==> config.mk <==
export PLATFORM = sky130hd
export DESIGN_NAME = wrs_div
export DESIGN_NICKNAME = d
export VERILOG_FILES = /design/src/sv/wrs_pkg.sv /design/src/sv/wrs_div.sv
export SDC_FILE = /design/constraint.sdc
export NUM_CORES = 1
export LEC_CHECK = 0
export BUFFER_PORTS_ARGS = -buffer_cell sky130_fd_sc_hd__buf_2
export CAP_MARGIN = 40
export CORE_ASPECT_RATIO = 0.5
export CORE_MARGIN = 2
export CORE_UTILIZATION = 58
export CTS_CLUSTER_SIZE = 28
export DETAILED_ROUTE_END_ITERATION = 16
export PLACE_DENSITY_LB_ADDON = 0.12
export SETUP_SLACK_MARGIN = 0.5
export SLEW_MARGIN = 20
export SYNTH_ARGS = -nofsm -noshare
export SYNTH_HDL_FRONTEND = slang
export SYNTH_SLANG_ARGS = --single-unit
export TNS_END_PERCENT = 20
==> constraint.sdc <==
create_clock -name clk -period 4.7 [get_ports clk]
set_input_delay 0.47 -clock clk [delete_from_list [all_inputs] [get_ports clk]]
set_output_delay 0.47 -clock clk [all_outputs]
set_load 0.05 [all_outputs]
==> src/sv/wrs_pkg.sv <==
// ----------------------------------------------------------------------------
// wrs_pkg
// Shared constants and codes of the weighted random selector.
// ----------------------------------------------------------------------------
package wrs_pkg;

    localparam int ENTRIES = 256;
    localparam int IDX_W   = $clog2(ENTRIES);
    localparam int CNT_W   = IDX_W + 1;
    localparam int W_W     = 32;
    localparam int T_W     = 40;
    localparam int F_W     = 16;
    localparam int Q_W     = 17;
    localparam int TGT_W   = T_W + F_W;

    localparam logic [1:0] REQ_ADD  = 2'd0;
    localparam logic [1:0] REQ_PICK = 2'd1;
    localparam logic [1:0] REQ_NORM = 2'd2;

    localparam logic [1:0] STAT_OK    = 2'd0;
    localparam logic [1:0] STAT_EMPTY = 2'd1;
    localparam logic [1:0] STAT_ZERO  = 2'd2;

endpackage

==> src/sv/wrs_div.sv <==
// ----------------------------------------------------------------------------
// wrs_div
// Restoring divider: (weight * 65536) / total, one quotient bit per cycle.
// ----------------------------------------------------------------------------
module wrs_div
(
    input  logic                     clk,
    input  logic                     rst_n,
    input  logic                     start,
    input  logic [wrs_pkg::W_W-1:0]  dividend,
    input  logic [wrs_pkg::T_W-1:0]  divisor,
    output logic                     done,
    output logic [wrs_pkg::Q_W-1:0]  quotient
);
    import wrs_pkg::*;

    logic             busy_reg, busy_next;
    logic             done_reg, done_next;
    logic [4:0]       cnt_reg, cnt_next;
    logic [T_W-1:0]   rem_reg, rem_next;
    logic [Q_W-1:0]   quot_reg, quot_next;
    logic             lsb_reg, lsb_next;
    logic [T_W:0]     shifted;
    logic [T_W:0]     diff;
    logic             in_bit;

    always_comb
    begin
        busy_next = busy_reg;
        done_next = 1'b0;
        cnt_next  = cnt_reg;
        rem_next  = rem_reg;
        quot_next = quot_reg;
        lsb_next  = lsb_reg;
        in_bit    = (cnt_reg == 5'(Q_W - 1)) ? lsb_reg : 1'b0;
        shifted   = {rem_reg, in_bit};
        diff      = shifted - {1'b0, divisor};
        if (start)
        begin
            busy_next = 1'b1;
            cnt_next  = 5'(Q_W - 1);
            rem_next  = T_W'(dividend >> 1);
            lsb_next  = dividend[0];
            quot_next = '0;
        end
        else if (busy_reg)
        begin
            if (shifted >= {1'b0, divisor})
            begin
                rem_next  = diff[T_W-1:0];
                quot_next = {quot_reg[Q_W-2:0], 1'b1};
            end
            else
            begin
                rem_next  = shifted[T_W-1:0];
                quot_next = {quot_reg[Q_W-2:0], 1'b0};
            end
            cnt_next = cnt_reg - 5'd1;
            if (cnt_reg == 5'd0)
            begin
                busy_next = 1'b0;
                done_next = 1'b1;
            end
        end
    end

    always_ff @(posedge clk or negedge rst_n)
    begin
        if (!rst_n)
        begin
            busy_reg <= 1'b0;
            done_reg <= 1'b0;
            cnt_reg  <= '0;
        end
        else
        begin
            busy_reg <= busy_next;
            done_reg <= done_next;
            cnt_reg  <= cnt_next;
        end
    end

    always_ff @(posedge clk)
    begin
        rem_reg  <= rem_next;
        quot_reg <= quot_next;
        lsb_reg  <= lsb_next;
    end

    assign done     = done_reg;
    assign quotient = quot_reg;

endmodule

* After elaboration in Yosys (flattened, before gate mapping)
Index checks and enable logic that the tools add are counted.
** Word-level totals
- Register bits :: 65
- Input bits :: 75
** Cells by class
- Add/sub/neg operators :: 2
- $lt $le $gt $ge :: 1
- Equal/unequal tests :: 1
- Muxes and demuxes :: 13
- Reduce and logical (&&, ||, !) cells :: 2
** Operator list (number)
- 2-to-1 mux 31 bit :: 2
- >= comparator 41 x 40 -> 1 bit :: 1
- 2-to-1 mux 40 bit :: 1
- subtractor 40 bit :: 1
- 2-to-1 mux 5 bit :: 2
- 2-to-1 mux 1 bit :: 8
- equality test 5 bit, second input constant :: 1
- logical NOT 5 bit :: 1
- subtractor 5 x 1 -> 5 bit, second input constant :: 1
- nonzero test 2 bit :: 1

* Longest topological paths before layout
Gate-level depths: netlist of the first run.
- Depth after elaboration :: 6
- Depth in mapped cells :: 15
- Gate-level depth less buffers :: 15

* Least setup slack after synthesis of the first run
Ideal clock, no wire load.
- Kind :: register to register
- Start :: register cnt_reg[0]
- End :: register rem_reg[24], data pin
- Library setup time :: 0.260 ns
- Data arrival time :: 3.048 ns
- Path slack :: 1.392 ns
- Cell stages (with the launch flop) :: 15
- Buffers on the path :: 0
- Clock period less this slack :: 3.308 ns
- Cell sequence :: dfrtp_1 -> inv_1 -> ha_1 -> nand4_1 -> ha_1 -> inv_1 -> fa_1 -> a21o_1 -> a221o_1 -> a21oi_1 -> o21a_1 -> o21bai_1 -> xor2_1 -> mux2_4 -> mux2_2
** On the way
- Word-level cells in the longest chain between the ends :: 6
** RTL lines
- start: declaration :: RTL line wrs_div.sv:19 : logic [4:0] cnt_reg, cnt_next;
- start signal: assignment :: RTL line wrs_div.sv:79 : cnt_reg <= cnt_next;
- equality test 5 bit (*) :: RTL line wrs_div.sv:35 : in_bit = (cnt_reg == 5'(Q_W - 1)) ? lsb_reg : 1'b0;
- 2-to-1 mux 1 bit (*) :: RTL line wrs_div.sv:35
- subtractor 40 bit or >= comparator 41 x 40 -> 1 bit (tied branches) :: RTL line wrs_div.sv:37, wrs_div.sv:48
- 2-to-1 mux 40 bit (*) :: RTL line wrs_div.sv:48 : if (shifted >= {1'b0, divisor})
- 2-to-1 mux 31 bit (*) :: RTL line wrs_div.sv:46 : else if (busy_reg)
- 2-to-1 mux 31 bit (*) :: RTL line wrs_div.sv:38 : if (start)
- named net rem_next[24] :: RTL line wrs_div.sv:20 : logic [T_W-1:0] rem_reg, rem_next;
- end signal: assignment :: RTL line wrs_div.sv:85 : rem_reg <= rem_next;
- end: declaration :: RTL line wrs_div.sv:20
The timed path passes the listed nets; every way through them passes the cells marked *. The select of a mux whose other input is x is not followed.
A chain may end at the register's enable or synchronous reset.

* Final worst setup path of the first run
- Start :: register cnt_reg[0]
- End :: register rem_reg[28], data pin
Same word-level chain as after synthesis.

==> results of run 1 <==
## metrics by stage
stage / cell area (µm²) / power (mW) / instances / setup slack (ns)
3_5_place_dp: 5930 / 3.20 / 812 / 0.950
3_3_place_gp: 5930 / 3.17 / 812 / 1.02
4_1_cts: 6260 / 3.95 / 829 / 0.922
6_report: 6280 / 3.99 / 830 / 0.922
2_1_floorplan: 5480 / 2.74 / 642 / 1.39
5_1_grt: 6280 / 4.25 / 830 / 0.739
## layer usage
layer | vias up | global-route usage | wire length, µm
li1 | 2476 | - | -
met2 | 220 | 0.443 | 5910
met3 | 18 | 0.0591 | 1210
met5 | - | 0 | 0
met1 | 2305 | 0.386 | 6450
met4 | 0 | 0.0667 | 164
## report_power, final
part           switching (mW)  total [mW]  internal, mW
Clock                   0.266       0.712         0.446
Combinational            1.37        2.33         0.956
Sequential              0.127       0.948         0.822
## worst max path at each step
stage,from,endpoint
floorplan,cnt_reg[0],rem_reg[24]
global placement,divisor[2],rem_reg[0]
detailed placement,divisor[34],rem_reg[0]
CTS,cnt_reg[0],rem_reg[28]
global route,cnt_reg[0],rem_reg[0]
finish,cnt_reg[0],rem_reg[28]
## layout make-up
| cell class | instances | share of cell area |
|---|---|---|
| multi-input cells | 486 | 0.551 |
| flip-flops and latches | 65 | 0.264 |
| repair buffers | 98 | 0.0833 |
| clock buffers | 11 | 0.0404 |
| inverters | 48 | 0.0287 |
| well taps | 117 | 0.0233 |
| clock inverters | 5 | 0.00996 |
## logic make-up after synthesis
family / after synthesis / synth area share
fa+ha+maj: 43 / 0.0996
mux: 33 / 0.0628
xor+xnor: 41 / 0.0656
flops: 65 / 0.303
simple gates: 199 / 0.182
compound gates: 170 / 0.220
buf+inv: 91 / 0.0681
## worst reg2reg max path, cell delays in order (launching register included)
cell and delay, ns:
dfrtp_1 0.39, inv_1 0.08, ha_1 0.21, nand4_1 0.10, ha_1 0.17, inv_1 0.05
fa_1 0.40, a21o_1 0.22, a221o_1 0.40, a21oi_1 0.36, o21a_1 0.22, o21bai_1 0.15
a21boi_0 0.35, xnor2_1 0.13, a221o_1 0.30
## cell usage in the layout, fill, tap and decap left out, types with 7 or more instances in the layout
master / count
buf_2: 91
nor2_1: 57
nand2_1: 54
inv_1: 48
a21oi_1: 42
ha_1: 42
edfxtp_1: 32
mux2i_1: 28
dfxtp_1: 26
xor2_1: 21
xnor2_1: 20
o21ai_0: 19
nand3b_1: 18
a21o_1: 16
nand4_1: 13
nor3_1: 13
a211oi_1: 12
o311ai_0: 10
clkbuf_16: 10
o21a_1: 8
o21bai_1: 8
a31oi_1: 8
o311ai_1: 7
dfrtp_1: 7
==> impl_metrics.env, run 1 <==
export IMPL_status="finished clean"
export IMPL_synth_edf_count=32
export IMPL_cts_root_buf="clkbuf_16"
export IMPL_synth_area_leaders="edfxtp_1 (18%), ha_1 (9.6%), dfxtp_1 (9.5%), mux2i_1 (5.1%), nor2_1 (3.9%)"
export IMPL_hpwl_um=10000
export IMPL_period_share=0.804
export IMPL_yosysWarnings=0
export IMPL_path_class="reg2reg"
export IMPL_wl_per_cell_um=16.5
export IMPL_drtIter0Drc=375
export IMPL_multi_input_area_mm2=0.00346
export IMPL_ys_seq_elements=65
export IMPL_post_synth_top_count_cell="nor2_1"
export IMPL_yosys_top_cells_count="nor2_1 (57), nand2_1 (54), inv_1 (48), a21oi_1 (42), ha_1 (42)"
export IMPL_gr_total_overflow=0
export IMPL_grt_start_max_net_pins=64
export IMPL_antenna_found_initial=0
export IMPL_path_max_fanout=4
export IMPL_async_flop_share=0.108
export IMPL_cp_end_kind="register"
export IMPL_reg2reg_from="cnt_reg[0]"
export IMPL_h_tree_depth=3
export IMPL_cp_num_cells=14
export IMPL_power_density_mw_per_mm2=635
export IMPL_fmax_mhz=265
export IMPL_first_global_vias=4703
export IMPL_worst_path_buf_inv=2
export IMPL_final_nets=826
export IMPL_grt_use_total=0.276
export IMPL_drv_cap=0
export IMPL_cp_data_required_time_ns=4.79
export IMPL_vias_per_cell=6.05
export IMPL_crit_chain="inv_1 -> ha_1 -> nand4_1 -> ha_1 -> inv_1 -> fa_1 -> a21o_1 -> a221o_1 -> a21oi_1 -> o21a_1 -> o21bai_1 -> a21boi_0 -> xnor2_1 -> a221o_1"
export IMPL_final_util=0.702
export IMPL_gp_congestion=0.953
export IMPL_worstHoldStart="dividend[0]"
export IMPL_arrival_ns=3.87
export IMPL_rows=24
export IMPL_hold_viol_final=0
export IMPL_cts_buffers=9
export IMPL_avgSynthCellArea_um2=8.53
export IMPL_ios=93
export IMPL_clock_latency_ns=0.34
export IMPL_first_pass_iters=5
export IMPL_syn_instance_count=642
export IMPL_clk_pin_slew_ns=0.06
export IMPL_cts_setup_buffers=0
export IMPL_start_util=0.612
export IMPL_min_path_cells=1
export IMPL_yosysTopAreaCell="edfxtp_1"
export IMPL_fp_dieW_um=141
export IMPL_finalClockSkew_ns=0.0100
export IMPL_worstMarginPinSlew_ns=0.649
export IMPL_peakVddDrop_uv=305
export IMPL_cp_top_family="compound AO/OA/AOI/OAI gates"
export IMPL_postRouteAntennaNets=0
export IMPL_port_buffers=92
export IMPL_drv_slew=0
export IMPL_relSlewSlack=0.564
export IMPL_syn_num_nets=760
export IMPL_holdBufCountCts=1
export IMPL_synthToLayoutAreaGrowth_pct=14.7
export IMPL_hold_class="in2reg"
export IMPL_rrSetupSlack_ns=0.92
export IMPL_ctsLongestPathBuffers=2
export IMPL_setup_violations=0
export IMPL_setup_tns_ns=0
export IMPL_synth_area_mm2=0.00548
export IMPL_largest_reg_flops=40
export IMPL_core_area_mm2=0.00895
export IMPL_n_fill_cell=772
export IMPL_cts_tree="yes"
export IMPL_die_height_um=72.7
export IMPL_cts_resized=0
export IMPL_ys_seq_area_frac=0.303
export IMPL_slowest_stage="fa_1"
export IMPL_finalHoldWorstSlack_ns=0.303
export IMPL_start_kind="register"
export IMPL_cts_sinks=65
export IMPL_n_antenna_cell=0
export IMPL_vias=5019
export IMPL_drive_gt1_frac=0.177
export IMPL_yosysUniqueCellTypes=63
export IMPL_synthFlopType="edfxtp_1"
export IMPL_r2r_end="rem_reg[28]"
export IMPL_p_leak_nw=2.99
export IMPL_routed_wl_um=13700
export IMPL_die_area_mm2=0.0103
export IMPL_drc=0
export IMPL_slowest_delay_ns=0.40
export IMPL_rsz0062_at_grt="no"
export IMPL_yosys_area_top_type_share=0.176
export IMPL_min_to="lsb_reg"
export IMPL_grt_pass1_wl_um=22700
export IMPL_period_needed_ns=3.78
export IMPL_final_seq_area_mm2=0.00166
export IMPL_r2r_cells=14
Note: power is estimated with default switching activity, not from simulation.
==> run 2, diff against run 1 <==
--- a/config.mk
+++ b/config.mk
@@ -9,7 +9,7 @@
 export CAP_MARGIN = 40
 export CORE_ASPECT_RATIO = 0.5
 export CORE_MARGIN = 2
-export CORE_UTILIZATION = 58
+export CORE_UTILIZATION = 52
 export CTS_CLUSTER_SIZE = 28
 export DETAILED_ROUTE_END_ITERATION = 16
 export PLACE_DENSITY_LB_ADDON = 0.12
==> constraint.sdc (replaced) <==
create_clock -name clk -period 3.3 [get_ports clk]
set_input_delay 0.33 -clock clk [delete_from_list [all_inputs] [get_ports clk]]
set_output_delay 0.33 -clock clk [all_outputs]
set_load 0.05 [all_outputs]
==> impl_metrics.env, run 2 (same netlist as run 1, synthesis figures left out) <==
export IMPL_status="complete, but fails checks"
export IMPL_failed_checks="negative setup slack"
export IMPL_layout_commonest_cell="buf_2"
export IMPL_synthToLayoutAreaGrowth_pct=36.3
export IMPL_routed_wl_um=17100
export IMPL_peakVddDrop_uv=452
export IMPL_worstHoldStart="dividend[0]"
export IMPL_path_max_fanout=3
export IMPL_drv_cap=0
export IMPL_path_class="reg2reg"
export IMPL_rsz0062_at_grt="yes"
export IMPL_die_height_um=76.6
export IMPL_final_nets=920
export IMPL_worst_path_buf_inv=4
export IMPL_cts_root_buf="clkbuf_16"
export IMPL_cp_startpoint="cnt_reg[1]"
export IMPL_antenna_found_initial=0
export IMPL_slowest_stage="a221o_1"
export IMPL_cp_data_required_time_ns=3.40
export IMPL_die_area_mm2=0.0114
export IMPL_fp_dieW_um=149
export IMPL_gr_total_overflow=0
export IMPL_setup_violations=7
export IMPL_postRouteAntennaNets=0
export IMPL_fmax_mhz=290
export IMPL_ios=93
export IMPL_finalHoldWorstSlack_ns=0.161
export IMPL_wl_per_cell_um=18.1
export IMPL_clk_pin_slew_ns=0.06
export IMPL_period_share=1.04
export IMPL_vias=5563
export IMPL_largest_reg_flops=40
export IMPL_n_fill_cell=771
export IMPL_drive_gt1_frac=0.331
export IMPL_power_mw=7.19
export IMPL_pre_cts_ws_ns=-0.0315
export IMPL_slowest_delay_ns=0.39
export IMPL_vias_per_cell=5.87
export IMPL_relSlewSlack=0.472
export IMPL_crit_chain="inv_2 -> ha_4 -> nand4_1 -> ha_4 -> inv_2 -> fa_2 -> a21o_1 -> a221o_1 -> buf_4 -> buf_6 -> a21oi_2 -> nor2b_1 -> o21a_1 -> o21a_1 -> nor2_1 -> xnor2_1 -> a221o_1"
export IMPL_hold_viol_final=0
export IMPL_worstMarginPinSlew_ns=0.792
export IMPL_finalClockSkew_ns=0.00642
export IMPL_p_leak_nw=3.55
export IMPL_ctsLongestPathBuffers=2
export IMPL_period_needed_ns=3.45
export IMPL_worst_slack_ns=-0.146
export IMPL_first_pass_iters=4
export IMPL_cp_end_kind="register"
export IMPL_cts_tree="yes"
export IMPL_start_kind="register"
export IMPL_grt_use_total=0.285
export IMPL_h_tree_depth=3
export IMPL_final_cell_mix="buf_2 (91), buf_4 (66), nor2_1 (54), nand2_1 (54), inv_1 (45)"
export IMPL_core_area_mm2=0.0102
export IMPL_cts_sinks=65
export IMPL_rows=26
export IMPL_first_global_vias=5245
export IMPL_clock_latency_ns=0.35
export IMPL_drc=0
export IMPL_reg2reg_from="cnt_reg[1]"
export IMPL_power_density_mw_per_mm2=963
export IMPL_grt_start_max_net_pins=81
export IMPL_cp_top_family="compound AO/OA/AOI/OAI gates"
export IMPL_grt_pass1_wl_um=25900
export IMPL_hold_class="in2reg"
export IMPL_port_buffers=92
export IMPL_drtIter0Drc=473
export IMPL_arrival_ns=3.55
export IMPL_cts_buffers=9
export IMPL_start_util=0.536
export IMPL_n_antenna_cell=0
export IMPL_gp_congestion=0.892
export IMPL_hpwl_um=11000
export IMPL_drv_slew=0
## run 2: changes by cell type in the layout (fill, tap and decap cells not counted), moves of 4 or more
cell     previous run  this run
buf_6               0        28
a21oi_2             0         4
a21oi_4             0         4
buf_4               5        66
o31ai_1             6         2
ha_4                0         6
a21oi_1            42        34
o21ai_1             2         6
o21ai_0            19        11
ha_1               42        36
## run 2: worst reg2reg max path: stages, from the launching register on
cell and delay, ns:
dfrtp_1 0.36, inv_2 0.06, ha_4 0.15, nand4_1 0.18
ha_4 0.18, inv_2 0.04, fa_2 0.34, a21o_1 0.19
a221o_1 0.39, buf_4 0.17, buf_6 0.11, a21oi_2 0.13
nor2b_1 0.08, o21a_1 0.18, o21a_1 0.16, nor2_1 0.11
xnor2_1 0.09, a221o_1 0.29
## run 2: path summary, 6_finish.rpt
| check | endpoint | slack [ns] | depth (start not counted) |
|---|---|---|---|
| worst max-delay path | rem_reg[10] | -0.15 | 17 |
| worst min-delay path | lsb_reg | 0.16 | 1 |
| worst max register to register | rem_reg[10] | -0.15 | 17 |
| worst min register to register | quotient[16] | 0.50 | 2 |
| max in group asynchronous | cnt_reg[4] | 2.80 | 2 |
| min in group asynchronous | done | 0.35 | 2 |
## run 2: layer usage
layer / wire [µm] / vias to the layer above / track usage
met1: 7710 / 2626 / 0.396
li1: - / 2664 / -
met3: 1140 / 39 / 0.0533
met5: 0 / - / 0
met4: 393 / 0 / 0.0886
met2: 7860 / 234 / 0.451
## run 2: metrics by stage
step	instance area, µm²	instances	TNS (ns)	utilization
floorplan	5510	642	0	-
global placement	6280	875	0	0.615
detailed placement	6300	876	-0.0785	0.617
CTS	7090	938	0	0.694
global route	7460	947	-1.82	0.731
finish	7460	947	-0.370	0.731
## run 2: layout make-up
| cell class | count | area [µm²] | share of cell area |
|---|---|---|---|
| multi-input combinational | 486 | 3760 | 0.504 |
| sequential | 65 | 1660 | 0.222 |
| timing repair buffer | 192 | 1390 | 0.187 |
| clock buffer | 10 | 250 | 0.0335 |
| inverter | 48 | 180 | 0.0241 |
| tap | 140 | 175 | 0.0235 |
| clock inverter | 6 | 45.0 | 0.00604 |
## run 2: report_power, final
group	total, mW	switching (mW)	leakage [nW]	internal, mW
logic	4.83	2.49	2.76	2.34
clock network	0.985	0.423	0.145	0.562
registers	1.37	0.201	0.644	1.17
total	7.19	3.11	3.55	4.08
## run 2: repair_timing
| item | 4_1_cts | 5_1_grt |
|---|---|---|
| endpoints found under the hold margin | 7 | 0 |
| endpoints found under the setup margin | 41 | 41 |
| buffers inserted | 43 | 9 |
| cloned | 2 | 0 |
| pin swaps | 9 | 38 |
| resized for setup | 26 | 74 |
| hold buffers | 1 | 0 |
==> run 3, diff against run 2 <==
--- a/config.mk
+++ b/config.mk
@@ -12,7 +12,7 @@
 export CORE_UTILIZATION = 52
 export CTS_CLUSTER_SIZE = 28
 export DETAILED_ROUTE_END_ITERATION = 16
-export PLACE_DENSITY_LB_ADDON = 0.12
+export PLACE_DENSITY = 0.83
 export SETUP_SLACK_MARGIN = 0.5
 export SLEW_MARGIN = 20
 export SYNTH_ARGS = -nofsm -noshare
==> impl_metrics.env, run 3 (same netlist as run 1, synthesis figures left out) <==
export IMPL_wl_per_cell_um=20.1
export IMPL_die_height_um=76.6
export IMPL_final_cell_mix="buf_2 (91), nor2_1 (55), nand2_1 (53)"
export IMPL_first_pass_iters=5
export IMPL_layout_commonest_cell="buf_2"
export IMPL_hold_viol_final=0
export IMPL_n_fill_cell=710
export IMPL_synthToLayoutAreaGrowth_pct=33.7
export IMPL_drv_slew=0
export IMPL_worst_path_buf_inv=2
export IMPL_hold_class="in2reg"
export IMPL_worst_slack_ns=-0.219
export IMPL_cts_buffers=9
export IMPL_ios=93
export IMPL_p_leak_nw=3.48
export IMPL_final_util=0.717
export IMPL_hpwl_um=10800
export IMPL_failed_checks="negative setup slack"
export IMPL_clk_pin_slew_ns=0.07
export IMPL_clock_latency_ns=0.35
export IMPL_gp_congestion=0.915
export IMPL_cts_root_buf="clkbuf_16"
export IMPL_slowest_stage="dfrtp_1"
export IMPL_slowest_delay_ns=0.40
export IMPL_relSlewSlack=0.558
export IMPL_period_needed_ns=3.52
export IMPL_cp_data_required_time_ns=3.41
export IMPL_cp_end_kind="register"
export IMPL_final_nets=903
export IMPL_drive_gt1_frac=0.301
export IMPL_cp_top_family="compound AO/OA/AOI/OAI gates"
export IMPL_vias=5816
export IMPL_ctsLongestPathBuffers=2
export IMPL_grt_use_total=0.299
export IMPL_routed_wl_um=18700
export IMPL_vias_per_cell=6.25
export IMPL_pre_cts_ws_ns=-0.0361
export IMPL_antenna_found_initial=0
export IMPL_postRouteAntennaNets=0
export IMPL_path_class="reg2reg"
export IMPL_arrival_ns=3.62
export IMPL_largest_reg_flops=40
export IMPL_rsz0062_at_grt="yes"
export IMPL_cts_tree="yes"
export IMPL_drtIter0Drc=776
export IMPL_fp_dieW_um=149
export IMPL_path_max_fanout=4
export IMPL_n_antenna_cell=0
export IMPL_cts_sinks=65
export IMPL_drv_cap=0
export IMPL_port_buffers=92
export IMPL_core_area_mm2=0.0102
export IMPL_grt_pass1_wl_um=27000
export IMPL_fmax_mhz=284
export IMPL_peakVddDrop_uv=491
export IMPL_finalClockSkew_ns=0.0105
export IMPL_rows=26
export IMPL_power_density_mw_per_mm2=990
export IMPL_crit_chain="inv_2 -> ha_4 -> nand4_1 -> ha_4 -> and4_1 -> nand2_2 -> nor2_1 -> and4_1 -> a211o_1 -> a211o_1 -> a41oi_4 -> buf_12 -> mux2_4 -> mux2_2"
export IMPL_setup_violations=29
export IMPL_period_share=1.07
export IMPL_first_global_vias=5349
export IMPL_gr_total_overflow=0
export IMPL_drc=0
export IMPL_h_tree_depth=3
export IMPL_grt_start_max_net_pins=66
export IMPL_die_area_mm2=0.0114
export IMPL_power_mw=7.25
export IMPL_start_util=0.536
export IMPL_start_kind="register"
export IMPL_status="complete, but fails checks"
export IMPL_worstMarginPinSlew_ns=0.663
-- run 3: through the flow --
step,TNS (ns),hold WS [ns],instance area (µm²),std cells
CTS,0,0.169,7050,920
detailed placement,-0.0930,0.170,6270,872
finish,-2.53,0.176,7320,930
global route,-5.76,0.166,7320,930
floorplan,0,0.0344,5510,642
global placement,0,0.166,6270,872
-- run 3: routing by layer --
layer / GRT usage / part of all wire / wire length (µm) / vias up
li1: - / - / - / 2624
met1: 0.390 / 0.40 / 7530 / 2660
met2: 0.471 / 0.44 / 8240 / 420
met3: 0.0713 / 0.10 / 1890 / 112
met4: 0.137 / 0.055 / 1030 / 0
met5: 0 / 0 / 0 / -
-- run 3: final timing paths --
path | startpoint | to | slack (ns) | depth (start not counted)
min in group asynchronous | rst_n | cnt_reg[3] | 0.35 | 2
min | dividend[0] | lsb_reg | 0.18 | 1
max | cnt_reg[0] | rem_reg[18] | -0.22 | 14
max in group asynchronous | rst_n | cnt_reg[2] | 2.79 | 2
min reg2reg | quotient[16] | quotient[16] | 0.49 | 2
max reg2reg | cnt_reg[0] | rem_reg[18] | -0.22 | 14
-- run 3: repair_timing --
| item | 4_1_cts | 5_1_grt |
|---|---|---|
| buffers inserted | 29 | 9 |
| endpoints found under the hold margin | 7 | 0 |
| setup endpoints to repair | 41 | 41 |
| gates resized for setup | 28 | 49 |
| pin swaps | 13 | 27 |
| hold buffers | 1 | 0 |
| cloned | 2 | 0 |
-- run 3: power breakdown --
part / switching, mW / total, mW / internal, mW / leakage [nW]
sequential: 0.219 / 1.39 / 1.17 / 0.644
combinational: 2.58 / 4.79 / 2.21 / 2.67
clock: 0.443 / 1.06 / 0.619 / 0.161
total: 3.24 / 7.25 / 4.00 / 3.48
-- run 3: layout make-up --
cell class,count,area (µm²),area share
repair buffers,175,1290,0.177
flip-flops and latches,65,1660,0.226
well taps,140,175,0.0239
clock inverters,5,48.8,0.00667
inverters,48,180,0.0246
clock buffers,11,275,0.0376
multi-input cells,486,3690,0.504
